<file path="src/rtl/core/qdf_pkg.sv">
package qdf_pkg;

  // sample and result widths
  localparam int unsigned SAMPLE_BITS = 16;
  localparam int unsigned DERIV_BITS  = SAMPLE_BITS + 3;
  localparam int unsigned DELTA_BITS  = SAMPLE_BITS + 4;
  localparam int unsigned FEAT_BITS   = SAMPLE_BITS + 4;

  typedef logic signed [SAMPLE_BITS-1:0] sample_t;
  typedef logic signed [DERIV_BITS-1:0]  deriv_t;
  typedef logic signed [DELTA_BITS-1:0]  delta_t;
  typedef logic        [FEAT_BITS-1:0]   feat_t;

  // command queue between front and back
  localparam int unsigned CMD_DEPTH    = 4;
  localparam int unsigned CMD_PTR_BITS = $clog2(CMD_DEPTH);
  localparam int unsigned CMD_CNT_BITS = $clog2(CMD_DEPTH + 1);
  localparam logic [CMD_CNT_BITS-1:0] CMD_FULL = CMD_CNT_BITS'(CMD_DEPTH);

  // result queue at the output
  localparam int unsigned OUT_DEPTH    = 2;
  localparam int unsigned OUT_PTR_BITS = $clog2(OUT_DEPTH);
  localparam int unsigned OUT_CNT_BITS = $clog2(OUT_DEPTH + 1);
  localparam logic [OUT_CNT_BITS-1:0] OUT_FULL = OUT_CNT_BITS'(OUT_DEPTH);

  // window fill and end-of-record flush
  localparam logic [1:0] SEEN_FULL   = 2'd2;
  localparam logic [1:0] FLUSH_STEPS = 2'd2;
  localparam logic [1:0] FLUSH_FINAL = 2'd1;

  typedef enum logic {
    CMD_SAMPLE = 1'b0,
    CMD_LAST   = 1'b1
  } cmd_kind_e;

  typedef struct packed {
    sample_t   sample;
    cmd_kind_e kind;
  } cmd_t;

  typedef struct packed {
    logic valid;
    cmd_t cmd;
  } cmd_chan_t;

endpackage

</file>
<file path="src/rtl/core/qdf_front.sv">
module qdf_front (
  input  logic                clk_i,
  input  logic                rst_ni,
  input  logic                push,
  output logic                full,
  input  qdf_pkg::sample_t    sample_i,
  input  logic                last_i,
  output qdf_pkg::cmd_chan_t  cmd_o,
  input  logic                cmd_pop_i
);

  qdf_pkg::cmd_t                       mem_q [qdf_pkg::CMD_DEPTH];
  logic [qdf_pkg::CMD_PTR_BITS-1:0]    wr_ptr_q;
  logic [qdf_pkg::CMD_PTR_BITS-1:0]    rd_ptr_q;
  logic [qdf_pkg::CMD_CNT_BITS-1:0]    cnt_q;
  logic [qdf_pkg::CMD_CNT_BITS-1:0]    cnt_d;
  logic                                wr_en;
  logic                                rd_en;
  qdf_pkg::cmd_t                       cmd_in;

  // classify the request: plain sample or end of record
  always_comb begin
    cmd_in.sample = sample_i;
    cmd_in.kind   = last_i ? qdf_pkg::CMD_LAST : qdf_pkg::CMD_SAMPLE;
  end

  assign full  = (cnt_q == qdf_pkg::CMD_FULL);
  assign wr_en = push && !full;
  assign rd_en = cmd_pop_i && (cnt_q != '0);

  // occupancy
  always_comb begin
    cnt_d = cnt_q;
    if (wr_en && !rd_en) begin
      cnt_d = cnt_q + 1'b1;
    end else if (rd_en && !wr_en) begin
      cnt_d = cnt_q - 1'b1;
    end
  end

  // pointers
  always_ff @(posedge clk_i or negedge rst_ni) begin
    if (!rst_ni) begin
      wr_ptr_q <= '0;
      rd_ptr_q <= '0;
      cnt_q    <= '0;
    end else begin
      if (wr_en) begin
        wr_ptr_q <= wr_ptr_q + 1'b1;
      end
      if (rd_en) begin
        rd_ptr_q <= rd_ptr_q + 1'b1;
      end
      cnt_q <= cnt_d;
    end
  end

  // queue storage
  always_ff @(posedge clk_i) begin
    if (wr_en) begin
      mem_q[wr_ptr_q] <= cmd_in;
    end
  end

  assign cmd_o.valid = (cnt_q != '0);
  assign cmd_o.cmd   = mem_q[rd_ptr_q];

endmodule

</file>
<file path="src/rtl/core/qdf_back.sv">
module qdf_back (
  input  logic                clk_i,
  input  logic                rst_ni,
  input  qdf_pkg::cmd_chan_t  cmd_i,
  output logic                cmd_pop_o,
  output logic                empty,
  input  logic                pop,
  output qdf_pkg::deriv_t     derivative_o,
  output qdf_pkg::feat_t      feature_o,
  output logic                end_of_run_o
);

  // window state
  qdf_pkg::sample_t hist_q [4];
  logic [1:0]       seen_q;
  logic             first_q;
  logic [1:0]       flush_cnt_q;

  // derivative stage
  logic             a_valid_q;
  qdf_pkg::deriv_t  a_deriv_q;
  logic             a_has_prev_q;
  logic             a_end_q;
  qdf_pkg::deriv_t  prev_q;

  // result queue
  qdf_pkg::deriv_t                  out_deriv_q [qdf_pkg::OUT_DEPTH];
  qdf_pkg::feat_t                   out_feat_q  [qdf_pkg::OUT_DEPTH];
  logic                             out_end_q   [qdf_pkg::OUT_DEPTH];
  logic [qdf_pkg::OUT_PTR_BITS-1:0] out_wr_q;
  logic [qdf_pkg::OUT_PTR_BITS-1:0] out_rd_q;
  logic [qdf_pkg::OUT_CNT_BITS-1:0] out_cnt_q;
  logic [qdf_pkg::OUT_CNT_BITS-1:0] out_cnt_d;

  logic             flushing;
  logic             is_final;
  logic             produce;
  logic             b_adv;
  logic             a_free;
  logic             step;
  logic             out_rd;
  qdf_pkg::sample_t s;
  qdf_pkg::deriv_t  deriv;
  qdf_pkg::delta_t  d_wide;
  qdf_pkg::delta_t  delta;
  qdf_pkg::delta_t  d_abs;
  qdf_pkg::delta_t  delta_abs;
  qdf_pkg::feat_t   feature;

  // step control: a flush zero goes ahead of the next queued request
  assign flushing  = (flush_cnt_q != '0);
  assign is_final  = (flush_cnt_q == qdf_pkg::FLUSH_FINAL);
  assign produce   = (seen_q == qdf_pkg::SEEN_FULL);
  assign b_adv     = a_valid_q && (out_cnt_q != qdf_pkg::OUT_FULL);
  assign a_free    = !a_valid_q || b_adv;
  assign step      = (flushing || cmd_i.valid) && a_free;
  assign cmd_pop_o = step && !flushing;
  assign s         = flushing ? '0 : cmd_i.cmd.sample;

  // five-point centre derivative, scaled by eight
  assign deriv = (qdf_pkg::deriv_t'(hist_q[0]) <<< 1) + qdf_pkg::deriv_t'(s)
               - qdf_pkg::deriv_t'(hist_q[3]) - (qdf_pkg::deriv_t'(hist_q[2]) <<< 1);

  // window history and record bookkeeping
  always_ff @(posedge clk_i or negedge rst_ni) begin
    if (!rst_ni) begin
      for (int i = 0; i < 4; i++) begin
        hist_q[i] <= '0;
      end
      seen_q      <= '0;
      first_q     <= 1'b0;
      flush_cnt_q <= '0;
    end else if (step) begin
      if (is_final) begin
        for (int i = 0; i < 4; i++) begin
          hist_q[i] <= '0;
        end
        seen_q      <= '0;
        first_q     <= 1'b0;
        flush_cnt_q <= '0;
      end else begin
        hist_q[3] <= hist_q[2];
        hist_q[2] <= hist_q[1];
        hist_q[1] <= hist_q[0];
        hist_q[0] <= s;
        if (!produce) begin
          seen_q <= seen_q + 1'b1;
        end
        if (produce) begin
          first_q <= 1'b1;
        end
        if (flushing) begin
          flush_cnt_q <= flush_cnt_q - 1'b1;
        end else if (cmd_i.cmd.kind == qdf_pkg::CMD_LAST) begin
          flush_cnt_q <= qdf_pkg::FLUSH_STEPS;
        end
      end
    end
  end

  // derivative stage valid
  always_ff @(posedge clk_i or negedge rst_ni) begin
    if (!rst_ni) begin
      a_valid_q <= 1'b0;
    end else if (step) begin
      a_valid_q <= produce;
    end else if (b_adv) begin
      a_valid_q <= 1'b0;
    end
  end

  // derivative stage payload and previous derivative
  always_ff @(posedge clk_i) begin
    if (step && produce) begin
      a_deriv_q    <= deriv;
      a_has_prev_q <= first_q;
      a_end_q      <= is_final;
    end
    if (b_adv) begin
      prev_q <= a_deriv_q;
    end
  end

  // feature: |D| + |D - previous D|
  always_comb begin
    d_wide    = qdf_pkg::delta_t'(a_deriv_q);
    delta     = a_has_prev_q ? (d_wide - qdf_pkg::delta_t'(prev_q)) : '0;
    d_abs     = d_wide[qdf_pkg::DELTA_BITS-1] ? -d_wide : d_wide;
    delta_abs = delta[qdf_pkg::DELTA_BITS-1] ? -delta : delta;
    feature   = qdf_pkg::feat_t'(d_abs) + qdf_pkg::feat_t'(delta_abs);
  end

  // result queue control
  assign out_rd = pop && (out_cnt_q != '0);

  always_comb begin
    out_cnt_d = out_cnt_q;
    if (b_adv && !out_rd) begin
      out_cnt_d = out_cnt_q + 1'b1;
    end else if (out_rd && !b_adv) begin
      out_cnt_d = out_cnt_q - 1'b1;
    end
  end

  always_ff @(posedge clk_i or negedge rst_ni) begin
    if (!rst_ni) begin
      out_wr_q  <= '0;
      out_rd_q  <= '0;
      out_cnt_q <= '0;
    end else begin
      if (b_adv) begin
        out_wr_q <= out_wr_q + 1'b1;
      end
      if (out_rd) begin
        out_rd_q <= out_rd_q + 1'b1;
      end
      out_cnt_q <= out_cnt_d;
    end
  end

  // result queue storage
  always_ff @(posedge clk_i) begin
    if (b_adv) begin
      out_deriv_q[out_wr_q] <= a_deriv_q;
      out_feat_q[out_wr_q]  <= feature;
      out_end_q[out_wr_q]   <= a_end_q;
    end
  end

  assign empty        = (out_cnt_q == '0);
  assign derivative_o = out_deriv_q[out_rd_q];
  assign feature_o    = out_feat_q[out_rd_q];
  assign end_of_run_o = out_end_q[out_rd_q];

`ifndef SYNTHESIS
  // queued requests are never taken while flush zeros are pending
  a_no_pop_in_flush: assert property (@(posedge clk_i) disable iff (!rst_ni)
    cmd_pop_o |-> !flushing)
    else $error("request taken during flush");

  // the last flush step always completes a window
  a_final_produces: assert property (@(posedge clk_i) disable iff (!rst_ni)
    (step && is_final) |-> produce)
    else $error("final flush step without result");

  // record state is back at reset after the final result
  a_final_clears: assert property (@(posedge clk_i) disable iff (!rst_ni)
    (step && is_final) |=> (seen_q == '0 && !first_q && flush_cnt_q == '0
                            && a_valid_q && a_end_q))
    else $error("record state not cleared after final result");
`endif

endmodule

</file>
<file path="src/rtl/core/qrs_derivative_feature.sv">
// Five-point centre derivative and QRS feature over an ECG record.
// Input channel: drive sample_i and last_i with push; a request is taken on
// a rising edge with push high and full low. last_i marks the record's final
// sample. Result channel: while empty is low the oldest result sits on
// derivative_o, feature_o and end_of_run_o; it is taken on an edge with pop
// high. derivative_o is eight times the derivative, feature_o eight times
// |D| + |D - previous D|, end_of_run_o flags the record's last result.
// Results lag by two samples: the first two samples of a record give none,
// the final sample releases up to three, the last one flagged.
// Each result is held in the derivative stage, then in the result queue.
// One sample per cycle is sustained while the result queue has room and no
// flush runs; the final sample of a record adds two zero flush steps to the
// derivative stage while a four-entry request queue keeps taking input.
// If pop stays low, a two-entry result queue fills, the derivative stage
// holds, and the request queue raises full when its four entries are used.
// Reset empties both queues and clears the sample window.
module qrs_derivative_feature (
  input  logic              clk_i,
  input  logic              rst_ni,
  input  logic              push,
  output logic              full,
  input  qdf_pkg::sample_t  sample_i,
  input  logic              last_i,
  output logic              empty,
  input  logic              pop,
  output qdf_pkg::deriv_t   derivative_o,
  output qdf_pkg::feat_t    feature_o,
  output logic              end_of_run_o
);

  qdf_pkg::cmd_chan_t cmd;
  logic               cmd_pop;

  // request intake and queue
  qdf_front u_front (
    .clk_i     (clk_i),
    .rst_ni    (rst_ni),
    .push      (push),
    .full      (full),
    .sample_i  (sample_i),
    .last_i    (last_i),
    .cmd_o     (cmd),
    .cmd_pop_i (cmd_pop)
  );

  // derivative, feature and result queue
  qdf_back u_back (
    .clk_i        (clk_i),
    .rst_ni       (rst_ni),
    .cmd_i        (cmd),
    .cmd_pop_o    (cmd_pop),
    .empty        (empty),
    .pop          (pop),
    .derivative_o (derivative_o),
    .feature_o    (feature_o),
    .end_of_run_o (end_of_run_o)
  );

endmodule
</file>
<file path="config.mk">
export PLATFORM = sky130hd
export DESIGN_NAME = qrs_derivative_feature
export DESIGN_NICKNAME = d
export VERILOG_FILES = /design/src/rtl/core/qdf_pkg.sv /design/src/rtl/core/qdf_front.sv /design/src/rtl/core/qdf_back.sv /design/src/rtl/core/qrs_derivative_feature.sv
export SDC_FILE = /design/constraint.sdc
export NUM_CORES = 1
export LEC_CHECK = 0
export ABC_CLOCK_PERIOD_IN_PS = 12700
export BUFFER_PORTS_ARGS = -buffer_cell sky130_fd_sc_hd__buf_2
export CORE_MARGIN = 4
export CORE_UTILIZATION = 23
export DETAILED_ROUTE_END_ITERATION = 8
export SYNTH_ARGS = -nofsm -noshare
export SYNTH_HDL_FRONTEND = slang
export SYNTH_SLANG_ARGS = --single-unit
export TNS_END_PERCENT = 5
</file>
<file path="constraint.sdc">
create_clock -name clk_i -period 12.7 [get_ports clk_i]
set_input_delay 2.54 -clock clk_i [delete_from_list [all_inputs] [get_ports clk_i]]
set_output_delay 2.54 -clock clk_i [all_outputs]
set_load 0.05 [all_outputs]
</file>
# --- Yosys cells after proc, flatten, opt, wreduce, memory -nomap -nowiden ---
# Memories as Yosys holds them, arrays and structs flattened.
# Cells that the tools add are included.
word_totals:
  regBits: 121
  mem_bits_rw: 148
  output_inout_bits: 42
  n_memories: 4
memory_table:
  columns: ["memory", "depth", "word_bits", "read_ports", "rd_clocked_by_memory_dff", "wr", "line_no", "source"]
  rows:
  - ["u_front.mem_q", 4, 17, 1, 0, 1, "qdf_front.sv:12", "qdf_pkg::cmd_t mem_q [qdf_pkg::CMD_DEPTH];"]
  - ["u_back.out_feat_q", 2, 20, 1, 0, 1, "qdf_back.sv:28", "qdf_pkg::feat_t out_feat_q [qdf_pkg::OUT_DEPTH];"]
  - ["u_back.out_deriv_q", 2, 19, 1, 0, 1, "qdf_back.sv:27", "qdf_pkg::deriv_t out_deriv_q [qdf_pkg::OUT_DEPTH];"]
  - ["u_back.out_end_q", 2, 1, 1, 0, 1, "qdf_back.sv:29", "logic out_end_q [qdf_pkg::OUT_DEPTH];"]
classes:
  addsub: 17
  eq_ne: 5
  n_mux: 23
  n_reduce_logical: 32
ops:
  columns: ["operator", "count"]
  rows:
  - ["$mux 64", 1]
  - ["$mux 20", 3]
  - ["$add 20x20->20", 1]
  - ["$neg 19->20", 1]
  - ["$neg 20->20", 1]
  - ["$sub 19x19->20", 1]
  - ["$sub 18x16->19", 1]
  - ["$sub 19x17->19", 1]
  - ["$add 17x16->18", 1]
  - ["$mux 16", 1]
  - ["$mux 2", 7]
  - ["$reduce_bool 2->1", 6]
  - ["$logic_and 1x1->1", 11]
  - ["$mux 1", 9]
  - ["$add 2x1->2 const B", 4]
  - ["$logic_not 1->1", 7]
  - ["$mux 3", 2]
  - ["$reduce_and 2->1", 3]
  - ["$reduce_bool 3->1", 2]
  - ["$sub 2x1->2 const B", 2]
  - ["$add 3x1->3 const B", 1]
  - ["$eq 3x3->1 const B", 1]
  - ["$sub 3x1->3 const B", 1]
  - ["$add 1x1->1 const B", 2]
  - ["other kinds (6)", 7]

# --- Logic depth before layout (Yosys ltp) ---
logic_depth:
  depth_word: 9
  mapped_depth: 22
  mapped_depth_nobuf: 22

# --- Cells and area by module ---
# Synthesis repeated with hierarchy kept, for this count alone.
hier_totals:
  hier_cells: 1201
  hier_area_um2: 14476.4
by_module_without_submodules:
  columns: ["mod", "instances", "cells_per_inst", "area_per_inst_um2", "seq_area_each_um2"]
  rows:
  - ["qdf_back", 1, 1077, 11543.6, 5455.2]
  - ["qdf_front", 1, 124, 2932.8, 2217.1]

# --- Worst setup path before layout ---
# Ideal clock, no wire load.
synth_timing:
  path_type: "register to register"
  startpoint: "reg u_back.a_deriv_q[0]"
  endpoint: "mem u_back.out_feat_q[0][19] (netlist bit), data pin"
  arrival_ns: 4.613
  setup_slack_ns: 7.819
  path_stages_with_launch: 22
  path_cell_list: "edfxtp_1 inv_1 ha_1 inv_1 fa_1 a21o_1 a21oi_2 xor2_2 o211ai_1 a2111oi_4 o21ai_2 nor3_1 or3_1 a21oi_1 ha_1 a21o_1 a221o_1 a31o_2 a2111oi_2 nor3_1 a31oi_1 xor2_1"
synth_via:
  elab_chain_len: 5
  word_cells_on_any_way: 7
  cone_classes: "4 x add/sub; 3 x mux"
synth_lines:
  columns: ["item", "line_no", "source"]
  rows:
  - ["from (decl)", "qdf_back.sv:21", "qdf_pkg::deriv_t a_deriv_q;"]
  - ["from (signal assigned)", "qdf_back.sv:115", "a_deriv_q <= deriv;"]
  - ["$sub 19x19->20", "qdf_back.sv:127", "delta = a_has_prev_q ? (d_wide - qdf_pkg::delta_t'(prev_q)) : '0;"]
  - ["$mux 20", "qdf_back.sv:127", null]
  - ["$neg 20->20", "qdf_back.sv:129", "delta_abs = delta[qdf_pkg::DELTA_BITS-1] ? -delta : delta;"]
  - ["$mux 20", "qdf_back.sv:129", null]
  - ["$add 20x20->20 (*)", "qdf_back.sv:130", "feature = qdf_pkg::feat_t'(d_abs) + qdf_pkg::feat_t'(delta_abs);"]
  - ["named net u_back.feature[19]", "qdf_back.sv:48", "qdf_pkg::feat_t feature;"]
  - ["to (decl)", "qdf_back.sv:28", null]
# Mark *: on every way through the listed nets, which the timed path passes. The rest lies on a longest branch.

# --- Worst setup path after layout ---
layout_timing:
  startpoint: "reg u_back.a_deriv_q[1]"
  endpoint: "mem u_back.out_feat_q[1][18] (netlist bit), data pin"
# Same word-level chain as after synthesis.

==> flow_summary.ini <==
[run_status]
run_status = completed

[sta]
achievable-frequency_mhz = 171
timing_hold_violations_final = 0
clock_skew_ps = 16.4
unrepaired_setup_endpoints_after_global_routing = no
timing_worst_slew_pin_value_ps = 1200
timing.setup.tns_ps = 0
max_transition_margin_pct = 19.9
layout_min_cycle_time_ps = 5850
report.final.setup_viol = 0
fin_crit_sh_pct = 46.1
report.final.slew_viol_count = 0

[drt]
drcViolationCount = 0
dr_total_vias = 9272
first_iter_violations = 518
drt-pass1-iter-count = 5
viasPerCell = 4.37
detail_route.wirelength_mm = 31.7
wl_per_cell_um = 14.9
postRouteAntennaNets = 0

[floorplan]
io-pin-count = 63
floorplan.initialDensity_pct = 23.4
rows = 91
core_region_area_um2 = 62100
floorplan.die_area_um2 = 67100
die-width_um = 259
die_h_um = 259

[setup_path]
count_of_buffer_and_inverter_cells_on_the_critical_path = 1
crit_path_frequent_cell = sky130_fd_sc_hd__o21ai_0
worstSetupEndpointType = register
r2r_start = u_back.a_deriv_q[1]
worstPathRequired_ps = 13020
timing.critical_path.slowest_stage_cell = sky130_fd_sc_hd__o21ai_0
path_max_fanout = 11
worst_ep_arrival_time_ps = 6180
timing_worst_setup_path_type = reg -> reg
critPathMaxStageDelay_ps = 940
critical_path.startpoint = u_back.a_deriv_q[1]
critPathLaunchType = register
crit_family = compound AO/OA/AOI/OAI gates
critical_path.cell_chain = ha_1, nor2b_1, o2111ai_1, nand3_1, a21oi_1, o31a_1, o21ai_0, a31o_2, inv_1, fa_1, nor2b_1, o21ai_0, a21boi_0, o21ai_0, a211oi_1, o31a_1, o31ai_1, o311ai_0

[flow_run]
timing.max_cap.violations = 0

[grt]
grt-ovfl-total = 0
number_of_global_route_vias_before_repair = 9450
grtUsageTotal_pct = 9.35
initial_antenna_violation_count = 1
grt_first_pass_wirelength_mm = 51.6
grt_max_degree = 70

[cts]
clock_sink_count = 269
clockRootBuffer = sky130_fd_sc_hd__clkbuf_16
cts_hold_fix_bufs = 0
h_tree_lvl_count = 1
cts.clk_slew.worst_paths_ps = 60
cts_tree = built
cts_repair_resize_count = 0
worstSkewPairLatency_ps = 560
clock_path_buffers = 3
post_cts_buffers = 0
cts-buffers-inserted = 27

[logic_synthesis]
ys_seq_area_share_pct = 52.9
postSynth.topFlopCell = sky130_fd_sc_hd__edfxtp_1
synth.yosys.warnings = 0
synth.ff_latch_count = 269
postSynthNetCount = 1342
synth_cell_types = 76
post_synth_instance_area_um2 = 14500
synth-edff-count = 188
avgSynthCellArea_um2 = 11.9
synth_async_sr_flop_share_pct = 30.1
postSynthCellCount = 1217

[placed_design]
gpl.final_weighted_congestion = 0.885
dp.final_hpwl_mm = 22.1
port_buffers = 62

[layout]
syn2layout_area_growth_pct = 14.5
antenna-diode-count = 0
fillerInstances = 6405
final-seq-area_um2 = 7670
design.final.nets = 1394
layout-drive-gt1-share_pct = 14.8
total_area_of_multi_input_combinational_cells_um2 = 6320

[worst_hold_path]
startpoint_of_the_worst_hold_path = u_back.a_end_q
hold_path.class = reg -> reg
==> state kept, by name, indices dropped and copies added (netlist names), 2 cells and up <==
name,cells
u_back.a_deriv_q,19
u_back.flush_cnt_q,2
u_back.hist_q,64
u_back.out_cnt_q,2
u_back.out_deriv_q,38
u_back.out_end_q,2
u_back.out_feat_q,40
u_back.prev_q,19
u_back.seen_q,2
u_front.cnt_q,3
u_front.mem_q,68
u_front.rd_ptr_q,2
u_front.wr_ptr_q,2
==> cells by family after synthesis <==
logic type	count (synthesis)	share of synthesized area [%]
xor gates and xnor gates	79	4.82
adders and majority gates	104	10.8
buffers and inverters	136	3.58
muxes	76	6.00
and+or+nand+nor	303	9.78
DFF	269	52.9
AOI/OAI and AO/OA	250	12.1
==> final timing paths <==
check                                      endpoint  slack, ps  cells after the start
setup / recovery           u_back.out_feat_q[1][18]       6850                     18
hold / removal                  u_back.out_end_q[0]        450                      0
setup reg to reg           u_back.out_feat_q[1][18]       6850                     18
hold reg to reg                 u_back.out_end_q[0]        450                      0
max in group asynchronous           u_back.out_rd_q       9710                      2
min in group asynchronous         u_back.hist_q[28]       1840                      1
==> cell usage in the layout, fill, tap and decap left out, drive strengths merged, types with 14 or more instances in the layout <==
cell type,count
edfxtp,188
nand2,122
inv,88
dfrtp,81
buf,72
ha,68
o21ai,61
nor2,58
mux2,57
xnor2,54
a21oi,49
nand3,43
clkbuf,39
fa,36
xor2,25
o31ai,22
a21o,21
mux2i,16
o211a,14
a22o,14
==> cells in the mapped netlist (3+ instances only) <==
master / instances / share of area (%)
sky130_fd_sc_hd__a211oi_1: 6 / 0.31
sky130_fd_sc_hd__a21o_1: 21 / 1.1
sky130_fd_sc_hd__a21oi_1: 48 / 1.7
sky130_fd_sc_hd__a22o_1: 14 / 0.85
sky130_fd_sc_hd__a311oi_1: 4 / 0.24
sky130_fd_sc_hd__a31oi_1: 11 / 0.47
sky130_fd_sc_hd__and2_1: 11 / 0.47
sky130_fd_sc_hd__and3_1: 5 / 0.22
sky130_fd_sc_hd__buf_1: 6 / 0.16
sky130_fd_sc_hd__buf_2: 7 / 0.24
sky130_fd_sc_hd__clkbuf_1: 36 / 0.93
sky130_fd_sc_hd__dfrtp_1: 81 / 14
sky130_fd_sc_hd__edfxtp_1: 188 / 39
sky130_fd_sc_hd__fa_1: 36 / 5.0
sky130_fd_sc_hd__ha_1: 68 / 5.9
sky130_fd_sc_hd__inv_1: 86 / 2.2
sky130_fd_sc_hd__mux2_2: 57 / 4.4
sky130_fd_sc_hd__mux2i_1: 16 / 1.1
sky130_fd_sc_hd__mux4_2: 3 / 0.47
sky130_fd_sc_hd__nand2_1: 122 / 3.2
sky130_fd_sc_hd__nand2b_1: 12 / 0.52
sky130_fd_sc_hd__nand3_1: 43 / 1.5
sky130_fd_sc_hd__nand4_1: 4 / 0.17
sky130_fd_sc_hd__nor2_1: 58 / 1.5
sky130_fd_sc_hd__nor2b_1: 7 / 0.30
sky130_fd_sc_hd__nor3_1: 11 / 0.38
sky130_fd_sc_hd__nor4_1: 5 / 0.22
sky130_fd_sc_hd__o211a_1: 14 / 0.97
sky130_fd_sc_hd__o211ai_1: 4 / 0.21
sky130_fd_sc_hd__o21a_1: 8 / 0.41
sky130_fd_sc_hd__o21ai_0: 53 / 1.8
sky130_fd_sc_hd__o21ai_1: 6 / 0.21
sky130_fd_sc_hd__o21bai_1: 5 / 0.26
sky130_fd_sc_hd__o31a_1: 3 / 0.18
sky130_fd_sc_hd__o31ai_1: 21 / 1.1
sky130_fd_sc_hd__or3_1: 9 / 0.39
sky130_fd_sc_hd__or4_1: 3 / 0.16
sky130_fd_sc_hd__xnor2_1: 54 / 3.3
sky130_fd_sc_hd__xor2_1: 24 / 1.4
==> worst register-to-register path, stage by stage, from the launching register on <==
cell,delay (ps)
sky130_fd_sc_hd__edfxtp_1,500
sky130_fd_sc_hd__ha_1,330
sky130_fd_sc_hd__nor2b_1,260
sky130_fd_sc_hd__o2111ai_1,200
sky130_fd_sc_hd__nand3_1,270
sky130_fd_sc_hd__a21oi_1,140
sky130_fd_sc_hd__o31a_1,340
sky130_fd_sc_hd__o21ai_0,940
sky130_fd_sc_hd__a31o_2,290
sky130_fd_sc_hd__inv_1,60
sky130_fd_sc_hd__fa_1,450
sky130_fd_sc_hd__nor2b_1,120
sky130_fd_sc_hd__o21ai_0,100
sky130_fd_sc_hd__a21boi_0,300
sky130_fd_sc_hd__o21ai_0,150
sky130_fd_sc_hd__a211oi_1,430
sky130_fd_sc_hd__o31a_1,240
sky130_fd_sc_hd__o31ai_1,110
sky130_fd_sc_hd__o311ai_0,370
==> layer usage <==
metal / track usage (%) / part of all wire [%] / vias up
li1: - / - / 4504
met1: 13.0 / 47 / 4555
met2: 15.3 / 46 / 167
met3: 1.91 / 4.6 / 44
met4: 1.75 / 1.8 / 2
met5: 0 / 0.022 / -
==> stage by stage <==
step | cell area, um2 | std cells | setup WS [ps] | hold WS (ps) | utilization [%]
2_1_floorplan | 14500 | 1217 | 7820 | 421 | -
3_3_place_gp | 15800 | 2077 | 7120 | 430 | 25.4
3_5_place_dp | 15800 | 2077 | 6890 | 432 | 25.4
4_1_cts | 16600 | 2124 | 6890 | 447 | 26.8
5_1_grt | 16600 | 2124 | 6220 | 452 | 26.8
6_report | 16600 | 2124 | 6850 | 447 | 26.8
==> layout make-up <==
class / instances / share of cell area (%)
multi-input combinational: 812 / 38.1
inverter: 87 / 1.97
tap: 837 / 6.31
clock inverter: 8 / 0.527
timing repair buffer: 72 / 2.34
clock buffer: 39 / 4.58
sequential: 269 / 46.2
Power is left out: the tool's default activity adds up to more than one toggle a clock period on the data nets, which glitch-free logic cannot reach.
